<file path="config.mk">
export PLATFORM = sky130hd
export DESIGN_NAME = hamming_even_parity_codec
export DESIGN_NICKNAME = d
export VERILOG_FILES = /design/src/hdl/hec_pkg.sv /design/src/hdl/hec_core.sv /design/src/hdl/hamming_even_parity_codec.sv
export SDC_FILE = /design/constraint.sdc
export NUM_CORES = 1
export LEC_CHECK = 0
export ABC_AREA = 0
export BUFFER_PORTS_ARGS = -buffer_cell sky130_fd_sc_hd__buf_2
export CELL_PAD_IN_SITES_DETAIL_PLACEMENT = 1
export CELL_PAD_IN_SITES_GLOBAL_PLACEMENT = 1
export CORE_ASPECT_RATIO = 1.2
export CORE_UTILIZATION = 30
export DETAILED_ROUTE_END_ITERATION = 8
export GPL_ROUTABILITY_DRIVEN = 0
export PLACE_DENSITY_LB_ADDON = 0.25
export SYNTH_ARGS = -nofsm -noshare
export SYNTH_HDL_FRONTEND = slang
export SYNTH_HIERARCHICAL = 1
export SYNTH_SLANG_ARGS = --single-unit
</file>
<file path="constraint.sdc">
create_clock -name clock -period 8.65 [get_ports clock]
set_input_delay 0.865 -clock clock [delete_from_list [all_inputs] [get_ports clock]]
set_output_delay 0.865 -clock clock [all_outputs]
set_load 0.01 [all_outputs]
</file>
<file path="src/hdl/hec_pkg.sv">
// ----------------------------------------------------------------------------
// Hamming even parity codec package
// Shared widths, operation codes, status codes and the result word type.
// ----------------------------------------------------------------------------
package hec_pkg;

   localparam int WORD_W = 64;
   localparam int SYN_W  = 6;
   localparam int LEN_W  = 6;
   localparam int CLEN_W = 7;

   localparam logic OP_ENCODE = 1'b0;
   localparam logic OP_DECODE = 1'b1;

   localparam logic [1:0] STATUS_OK        = 2'd0;
   localparam logic [1:0] STATUS_CORRECTED = 2'd1;
   localparam logic [1:0] STATUS_BEYOND    = 2'd2;

   typedef struct packed {
      logic [WORD_W-1:0] word;
      logic [SYN_W-1:0]  syndrome;
      logic [1:0]        status;
   } result_type;

endpackage

</file>
<file path="src/hdl/hec_core.sv">
// ----------------------------------------------------------------------------
// Hamming codec datapath
// Encodes data bits into a codeword or checks and corrects a received
// codeword, all in one pass of XOR trees.
// ----------------------------------------------------------------------------
module hec_core (
   input  logic                             operation,
   input  logic [hec_pkg::WORD_W-1:0]       payload,
   input  logic [hec_pkg::CLEN_W-1:0]       code_len,
   output hec_pkg::result_type              result
);

   always_comb begin
      logic [hec_pkg::WORD_W-1:0] mask;
      logic [hec_pkg::WORD_W-1:0] spread;
      logic [hec_pkg::WORD_W-1:0] word;
      logic [hec_pkg::SYN_W-1:0]  syn;
      int unsigned                d;

      mask   = (64'd1 << code_len) - 64'd1;
      spread = '0;
      d      = 0;
      // Data bits fill the positions that are not powers of two, in order.
      for (int pos = 1; pos <= hec_pkg::WORD_W; pos++) begin
         if ((pos & (pos - 1)) != 0) begin
            spread[6'(pos - 1)] = payload[6'(d)];
            d = d + 1;
         end
      end

      if (operation == hec_pkg::OP_DECODE) begin
         word = payload & mask;
      end else begin
         word = spread & mask;
      end

      // Each syndrome bit covers the positions that have that bit set.
      syn = '0;
      for (int pos = 1; pos < hec_pkg::WORD_W; pos++) begin
         for (int b = 0; b < hec_pkg::SYN_W; b++) begin
            if (((pos >> b) & 1) != 0) begin
               syn[b] = syn[b] ^ word[6'(pos - 1)];
            end
         end
      end

      result.word     = word;
      result.syndrome = '0;
      result.status   = hec_pkg::STATUS_OK;
      if (operation == hec_pkg::OP_ENCODE) begin
         // Parity positions are still zero, so the check value is the parity bit.
         for (int b = 0; b < hec_pkg::SYN_W; b++) begin
            result.word[6'((1 << b) - 1)] = syn[b];
         end
      end else begin
         result.syndrome = syn;
         if (syn != '0) begin
            if ({1'b0, syn} <= code_len) begin
               result.word   = word ^ (64'd1 << (syn - 6'd1));
               result.status = hec_pkg::STATUS_CORRECTED;
            end else begin
               result.status = hec_pkg::STATUS_BEYOND;
            end
         end
      end
   end

endmodule

</file>
<file path="src/hdl/hamming_even_parity_codec.sv">
// ----------------------------------------------------------------------------
// Hamming even parity codec
// Single error correcting encoder and decoder with a programmable data length.
// ----------------------------------------------------------------------------
// An accepted request word is held in the input register, then its result in the result register.
// Throughput: one word per cycle; the input register and the result register
// form a two stage pipeline that keeps moving while the response side takes.
// Reset: synchronous; clears both stage valid flags and sets the data length
// to 4 bits (codeword length 7).
module hamming_even_parity_codec #(
   parameter int MAX_CODE_BITS = 63
) (
   input  logic                               clock,
   input  logic                               reset,

   input  logic                               req_valid,
   output logic                               req_stall,
   input  logic                               req_operation,
   input  logic [hec_pkg::WORD_W-1:0]         req_payload,

   output logic                               rsp_valid,
   input  logic                               rsp_stall,
   output logic [hec_pkg::WORD_W-1:0]         rsp_result_word,
   output logic [hec_pkg::SYN_W-1:0]          rsp_syndrome,
   output logic [1:0]                         rsp_status,

   input  logic                               csr_wr_en,
   input  logic [hec_pkg::LEN_W-1:0]          csr_wr_data
);

   localparam int MaxLim  = (MAX_CODE_BITS > 64) ? 64 : MAX_CODE_BITS;
   // Last data position that fits: the limit itself unless it is a parity slot.
   localparam int SatLen  = ((MaxLim & (MaxLim - 1)) == 0) ? MaxLim - 1 : MaxLim;

   function automatic logic [hec_pkg::CLEN_W-1:0] calc_code_len(
      input logic [hec_pkg::LEN_W-1:0] len
   );
      logic [hec_pkg::CLEN_W-1:0] k;
      logic [hec_pkg::CLEN_W-1:0] n;
      k = (len == '0) ? 7'd1 : {1'b0, len};
      // Parity count r is the smallest with 2**r >= k + r + 1.
      if (k <= 7'd1) begin
         n = k + 7'd2;
      end else if (k <= 7'd4) begin
         n = k + 7'd3;
      end else if (k <= 7'd11) begin
         n = k + 7'd4;
      end else if (k <= 7'd26) begin
         n = k + 7'd5;
      end else begin
         n = k + 7'd6;
      end
      if (k > 7'd57 || n > 7'(SatLen)) begin
         n = 7'(SatLen);
      end
      return n;
   endfunction

   logic [hec_pkg::CLEN_W-1:0] code_len_ff;
   logic [hec_pkg::CLEN_W-1:0] code_len_in;

   logic                       s1_valid_ff;
   logic                       s1_valid_in;
   logic                       s1_op_ff;
   logic [hec_pkg::WORD_W-1:0] s1_payload_ff;

   logic                       rsp_valid_ff;
   logic                       rsp_valid_in;
   hec_pkg::result_type        rsp_ff;
   hec_pkg::result_type        rsp_in;

   logic                       req_accept;
   logic                       s1_advance;
   logic [hec_pkg::WORD_W-1:0] code_mask;

   assign s1_advance = s1_valid_ff && (!rsp_valid_ff || !rsp_stall);
   assign req_stall  = s1_valid_ff && rsp_valid_ff && rsp_stall;
   assign req_accept = req_valid && !req_stall;

   assign code_len_in  = csr_wr_en ? calc_code_len(csr_wr_data) : code_len_ff;
   assign s1_valid_in  = req_accept ? 1'b1 : (s1_advance ? 1'b0 : s1_valid_ff);
   assign rsp_valid_in = s1_advance ? 1'b1 : (rsp_stall ? rsp_valid_ff : 1'b0);

   hec_core u_core (
      .operation (s1_op_ff),
      .payload   (s1_payload_ff),
      .code_len  (code_len_ff),
      .result    (rsp_in)
   );

   always_ff @(posedge clock) begin
      if (reset) begin
         code_len_ff  <= calc_code_len(6'd4);
         s1_valid_ff  <= 1'b0;
         rsp_valid_ff <= 1'b0;
      end else begin
         code_len_ff  <= code_len_in;
         s1_valid_ff  <= s1_valid_in;
         rsp_valid_ff <= rsp_valid_in;
      end
   end

   always_ff @(posedge clock) begin
      if (req_accept) begin
         s1_op_ff      <= req_operation;
         s1_payload_ff <= req_payload;
      end
      if (s1_advance) begin
         rsp_ff <= rsp_in;
      end
   end

   assign rsp_valid       = rsp_valid_ff;
   assign rsp_result_word = rsp_ff.word;
   assign rsp_syndrome    = rsp_ff.syndrome;
   assign rsp_status      = rsp_ff.status;

   assign code_mask = (64'd1 << code_len_ff) - 64'd1;

   // A stall toward the requester only happens with both stages holding words.
   a_stall_full: assert property (@(posedge clock) disable iff (reset)
      req_stall |-> (s1_valid_ff && rsp_valid_ff))
      else $error("request stalled while the pipeline has room");

   // Nothing beyond the codeword length ever reaches the response.
   a_word_in_range: assert property (@(posedge clock) disable iff (reset)
      rsp_valid |-> ((rsp_result_word & ~code_mask) == '0))
      else $error("response word has bits beyond the codeword length");

   // A clean status never comes with a nonzero syndrome, and the reverse.
   a_status_syndrome: assert property (@(posedge clock) disable iff (reset)
      rsp_valid |-> ((rsp_status == hec_pkg::STATUS_OK) == (rsp_syndrome == '0)))
      else $error("status and syndrome disagree");

   // A stalled response word is held until it is taken.
   a_rsp_hold: assert property (@(posedge clock) disable iff (reset)
      (rsp_valid && rsp_stall) |=> (rsp_valid && $stable(rsp_ff)))
      else $error("stalled response changed");

endmodule

</file>
**After elaboration in Yosys (flattened, before gate mapping)**

Index checks and enable logic that the tools add are counted.

- Output and inout bits: 74
- Word-level logic and storage cells: 45
- Register bits after elaboration: 138

- Magnitude comparators: 6
- Add/subtract/negate cells: 6
- Bitwise operators: 2
- Mux-type cells: 11
- Reduce and logical (&&, ||, !) cells: 11
- Shift operators: 1
- Equal/unequal tests: 1

Operators by type and width:

| cell | count |
|---|---|
| bitwise AND 31 x 64 -> 64 bit | 1 |
| bitwise AND 64 bit | 1 |
| two-way mux 64 bit | 1 |
| << shifter 1 x 7 -> 64 bit (first input constant) | 1 |
| subtractor 64 x 1 -> 64 bit (second input constant) | 1 |
| two-way mux 7 bit | 5 |
| adder 6 x 3 -> 7 bit (second input constant) | 3 |
| adder 6 x 2 -> 7 bit (second input constant) | 2 |
| greater-than comparator 7 x 6 -> 1 bit (second input constant) | 1 |
| greater-than comparator 6 bit (second input constant) | 1 |
| less-or-equal comparator 6 x 1 -> 1 bit (second input constant) | 1 |
| less-or-equal comparator 6 x 3 -> 1 bit (second input constant) | 1 |
| less-or-equal comparator 6 x 4 -> 1 bit (second input constant) | 1 |
| less-or-equal comparator 6 x 5 -> 1 bit (second input constant) | 1 |
| logical NOT 6 bit | 1 |
| two-way mux 6 bit | 1 |
| logical AND 1 bit | 4 |
| two-way mux 1 bit | 4 |
| logical NOT 1 bit | 3 |
| logical OR 1 bit | 2 |
| inequality test 2 x 1 -> 1 bit (second input constant) | 1 |
| nonzero test 2 bit | 1 |

**Depth between registers and ports, before layout**

- Depth in word-level cells: 10
- Depth in mapped cells: 15

**Cells and area by module**

Netlist, hierarchy kept.

By module, submodules not included:

| module | instances | area each (um^2) | sequential area each (um^2) | cells each |
|---|---|---|---|---|
| hamming_even_parity_codec | 1 | 5111.2 | 4294.1 | 264 |
| hec_core | 1 | 2586.2 | 0.0 | 376 |

**Worst setup path before layout**

No wires, ideal clock.

- Kind: in2reg
- From: in rsp_stall
- To: reg rsp_ff, in the netlist rsp_result_word[0], enable pin
- Setup slack: 1932 ps
- Required time: 8039 ps
- Arrival: 6107 ps
- Stages on the path: 1
- Cells stage by stage: a21boi_0

- Word-level cells in the longest chain between the ends: 3

Ends and longest elaborated chain:

| item | RTL line | source |
|---|---|---|
| from (decl) | hamming_even_parity_codec.sv:22 | `input logic rsp_stall,` |
| logical NOT 1 bit | hamming_even_parity_codec.sv:76 | `assign s1_advance = s1_valid_ff && (!rsp_valid_ff \|\| !rsp_stall);` |
| logical OR 1 bit | hamming_even_parity_codec.sv:76 |  |
| logical AND 1 bit | hamming_even_parity_codec.sv:76 |  |
| to (signal assigned) | hamming_even_parity_codec.sv:109 | `rsp_ff <= rsp_in;` |
| to (decl) | hamming_even_parity_codec.sv:69 | `hec_pkg::result_type rsp_ff;` |

No other way between the ends.
A chain may end at the register's enable or synchronous reset.

==> run summary <==
The run gives 0 as the number of remaining DRC errors. The run gives 0 as the post-CTS resize count. The later pin in the worst-skew pair is clocked with a latency of 0.43 ns.

Setup violations remaining at the end of the flow were counted as 0. Across all setup checks in the final design, the least slack found is 4.65 ns. After detailed routing, the average wire length per cell comes to 20.0 um. Summed over all layers, the routed wires come to 22.2 mm. The net switching power is 0.477 mW, and the worst hold path stage count is 2. The number of max-cap violations was 0; the worst slew slack as a fraction of its limit was 24.7%. Pin count of the biggest net entering global routing: 73. The final HPWL from detailed placement came out at 16.0 mm.

Counting flops and latches in the post-synthesis netlist gives 146. After synthesis the cells add up to 0.00770 mm2. The pre-CTS setup slack is 4.71 ns, and the fraction of layout instances using a drive strength above 1 is 28.6%. The count of cells along the worst register-to-register path is 10. For the post-synthesis cell type count, the log shows 88.

The run finished with clean final reports. The logs give 859 for the number of nets at the end of the flow and 3.52 nW for the leakage power of the design. Global routing used 17.4% of the available tracks across all layers. The terminating pin of the worst hold path was rsp_valid. The combinational power share was 15.4%; the y dimension of the die was 177 um. The number of global-route vias before repair is 5876.

For the full die area, the log shows 0.0263 mm2. The tools report the register-to-register setup slack as 4.65 ns. TritonCTS built the clock tree. From left edge to right edge, the die measures 148 um. STA classifies the critical path endpoint as a flop.

The run gives 267 as the iteration-0 DRC count of the detailed router. The path class of the tightest hold or removal check is reg2reg. The endpoint identified for the worst register-to-register timing path is rsp_result_word[56]. The logs give 0 for the count of pins over their slew limit and 0.0250 mm2 for the floorplan core area. Setup repair after global routing left no endpoint under its margin. The switching part of the total power is 26.2%, and the port buffer count is 149. In this run the count of I/O pins placed on the die edge is 150. The initial utilization of the core area, before any placement, comes to 30.8%. STA classifies the critical path startpoint as a flop.

The logs give 55.8% for the fraction of the yosys area taken by sequential cells and 63 for the floorplan row count. The first TritonRoute pass finished after 6 iterations. The post-synthesis async set-or-reset flop share works out to 0%. Internal power contribution: 1.35 mW. The repair_antennas step left the layout with diodes totalling 0. The H-tree was split into 4 levels. The number of antenna violations at the first check in global routing was 0; the number of flops mapped to enable cells by yosys was 137. Global routing finished with a remaining overflow of 0. Final critical-path share of the clock period: 46.2%. In this run the worst setup path begins at code_len_ff[1]. Average cell area after synthesis: 12.0 um2. Per report_power, the clock group accounts for 38.3% of the total. The area growth from synthesis to layout works out to 19.2%. Setup total negative slack on the finished layout was measured at 0 ns.

The count of yosys warnings during synthesis is 6, and the number of vias after detailed routing is 5681. The clock transition time at the flip-flop clock pins of the worst setup and hold paths is 0.06 ns, and the number of buffers inserted by hold repair at cts is 0. The main flop type after synthesis is sky130_fd_sc_hd__edfxtp_1.

STA puts the critical path data arrival time at 4.28 ns. At the pin with the least slew margin, the transition time is 1.12 ns. Once detail routing completed, the nets flagged for antenna violations numbered 0. The sequential fraction of design power is 46.2%. The clock period minus final worst setup slack was 4.00 ns; the final count of hold timing violations was 0. Counting the buffers created by CTS gives 17. Synthesis produced a netlist whose cell count is 640.

The first global-routing pass estimated 33.9 mm of wire. The clock passes through at most 2 buffers. VDD sags by at most 0.0945 mV. In this run the power density over the cells is 199 mW/mm2. The total number of clock tree sinks was 146. The cell sitting at the root of the clock tree is a sky130_fd_sc_hd__clkbuf_16.

The count of buffers added by post-CTS timing repair for setup was 0. The hold path startpoint was s1_valid_ff. The mean number of vias per cell works out to 5.13.

For the worst setup path, the data required time is 8.93 ns. The startpoint identified for the worst register-to-register timing path is code_len_ff[1]. Highest achievable clock rate: 250 MHz. The class of the most critical setup path was reg2reg. Clock skew after layout: 0.0129 ns. Of all nets on the critical path, the largest fanout is 27.
-- worst max-delay path: stages (launching register included) --
cell and delay, ns:
sky130_fd_sc_hd__dfxtp_1 0.95, sky130_fd_sc_hd__inv_1 0.22, sky130_fd_sc_hd__nand2_1 0.19, sky130_fd_sc_hd__nor2_1 0.08, sky130_fd_sc_hd__nand3_1 0.16, sky130_fd_sc_hd__ha_1 0.40
sky130_fd_sc_hd__o31ai_4 0.18, sky130_fd_sc_hd__nor4_4 0.84, sky130_fd_sc_hd__nand4_4 0.24, sky130_fd_sc_hd__or3_1 0.42, sky130_fd_sc_hd__a21oi_1 0.14
-- how the worst max path moves through the flow --
| stage | endpoint |
|---|---|
| 2_1_floorplan | rsp_result_word[0] |
| 3_3_place_gp | rsp_result_word[56] |
| 3_5_place_dp | rsp_result_word[56] |
| 4_1_cts | rsp_result_word[56] |
| 5_1_grt | rsp_result_word[56] |
| 6_report | rsp_result_word[56] |
-- sequential cells by signal, summed over array words and instances (netlist names) --
signal           count
code_len_ff          7
rsp_result_word     64
rsp_status           2
rsp_syndrome         6
rsp_valid            1
s1_op_ff             1
s1_payload_ff       64
s1_valid_ff          1
-- power groups by stage --
stage               logic, mW  registers [mW]  clock network (mW)
detailed placement      0.282           0.858                   0
global placement        0.277           0.857                   0
finish                  0.281           0.842               0.699
CTS                     0.284           0.844               0.725
floorplan               0.185           0.865                   0
global route            0.306           0.847               0.747
-- routing by layer --
layer	up-vias	GRT usage [%]	wire length, um
met1	2837	20.4	9160
met2	170	30.1	11500
li1	2643	-	-
met4	0	8.20	507
met5	-	0	0
met3	31	3.73	1050
-- layout by cell type (no fill, tap or decap), types with 6 or more instances in the layout --
cell type,count
sky130_fd_sc_hd__o211ai_1,9
sky130_fd_sc_hd__nor2b_1,6
sky130_fd_sc_hd__xnor2_1,12
sky130_fd_sc_hd__a21oi_1,28
sky130_fd_sc_hd__clkbuf_16,17
sky130_fd_sc_hd__and3_1,24
sky130_fd_sc_hd__nand2_1,53
sky130_fd_sc_hd__o21ai_0,16
sky130_fd_sc_hd__conb_1,8
sky130_fd_sc_hd__xor2_1,15
sky130_fd_sc_hd__nand2b_1,7
sky130_fd_sc_hd__or3_1,7
sky130_fd_sc_hd__buf_2,149
sky130_fd_sc_hd__a211oi_1,7
sky130_fd_sc_hd__mux2i_1,30
sky130_fd_sc_hd__and2_1,10
sky130_fd_sc_hd__nor2_1,44
sky130_fd_sc_hd__ha_1,11
sky130_fd_sc_hd__inv_1,14
sky130_fd_sc_hd__buf_4,10
sky130_fd_sc_hd__dfxtp_1,9
sky130_fd_sc_hd__nor3_1,20
sky130_fd_sc_hd__nand3_1,12
sky130_fd_sc_hd__edfxtp_1,137
-- per-stage QoR --
stage	hold WS, ns	util, %	total power, mW	cells	instance area (um2)
2_1_floorplan	0.444	-	1.05	647	7720
3_3_place_gp	0.472	34.5	1.13	1078	8630
3_5_place_dp	0.504	34.5	1.14	1078	8630
4_1_cts	0.519	36.7	1.85	1108	9180
5_1_grt	0.558	36.7	1.90	1108	9180
6_report	0.509	36.7	1.82	1108	9180
-- kinds of logic after synthesis --
kind of cell	Yosys count	share of synthesized area (%)
AND/OR/NAND/NOR	236	18.1
AO/OA/AOI/OAI	119	11.7
buffers and inverters	67	5.10
adder cells (fa/ha/maj)	11	1.79
multiplexers	33	4.34
other	1	0.0487
XOR/XNOR	27	3.07
flip-flops	146	55.8
-- area by class of cell --
| class | instances | area [um2] |
|---|---|---|
| Clock buffer | 18 | 429 |
| Tap cell | 325 | 407 |
| Timing Repair Buffer | 159 | 821 |
| Clock inverter | 12 | 119 |
| Fill cell | 2795 | 15800 |
| Inverter | 14 | 52.6 |
| Multi-Input combinational cell | 434 | 3060 |
| Sequential cell | 146 | 4290 |
-- synthesized netlist by cell type (all sizes together) (3+ instances only) --
cell type	instances	share of area, %
nor2b	7	0.57
mux2i	30	3.9
buf	37	3.6
nand2b	7	0.57
dfxtp	9	2.3
o311a	3	0.39
nand3b	4	0.39
o21ai	23	1.7
and2	10	0.81
xnor2	12	1.4
o211ai	9	0.88
a21oi	28	1.8
and3	24	2.0
nand3	13	1.0
o31ai	6	0.76
nor4b	6	1.2
inv	14	0.68
nand2	53	2.6
a21o	5	0.49
ha	11	1.8
a31oi	6	0.76
o22ai	4	0.33
xor2	15	1.7
nor3b	6	0.72
nand4	5	0.60
edfxtp	137	53
nor3	23	1.7
nor4	4	0.52
or3b	5	0.57
a2111oi	3	0.42
nor2	44	2.1
a211oi	7	0.68
mux2	3	0.44
or2	5	0.41
clkbuf	16	0.78
or3	7	0.57
Note: power is estimated with default switching activity, not from simulation.
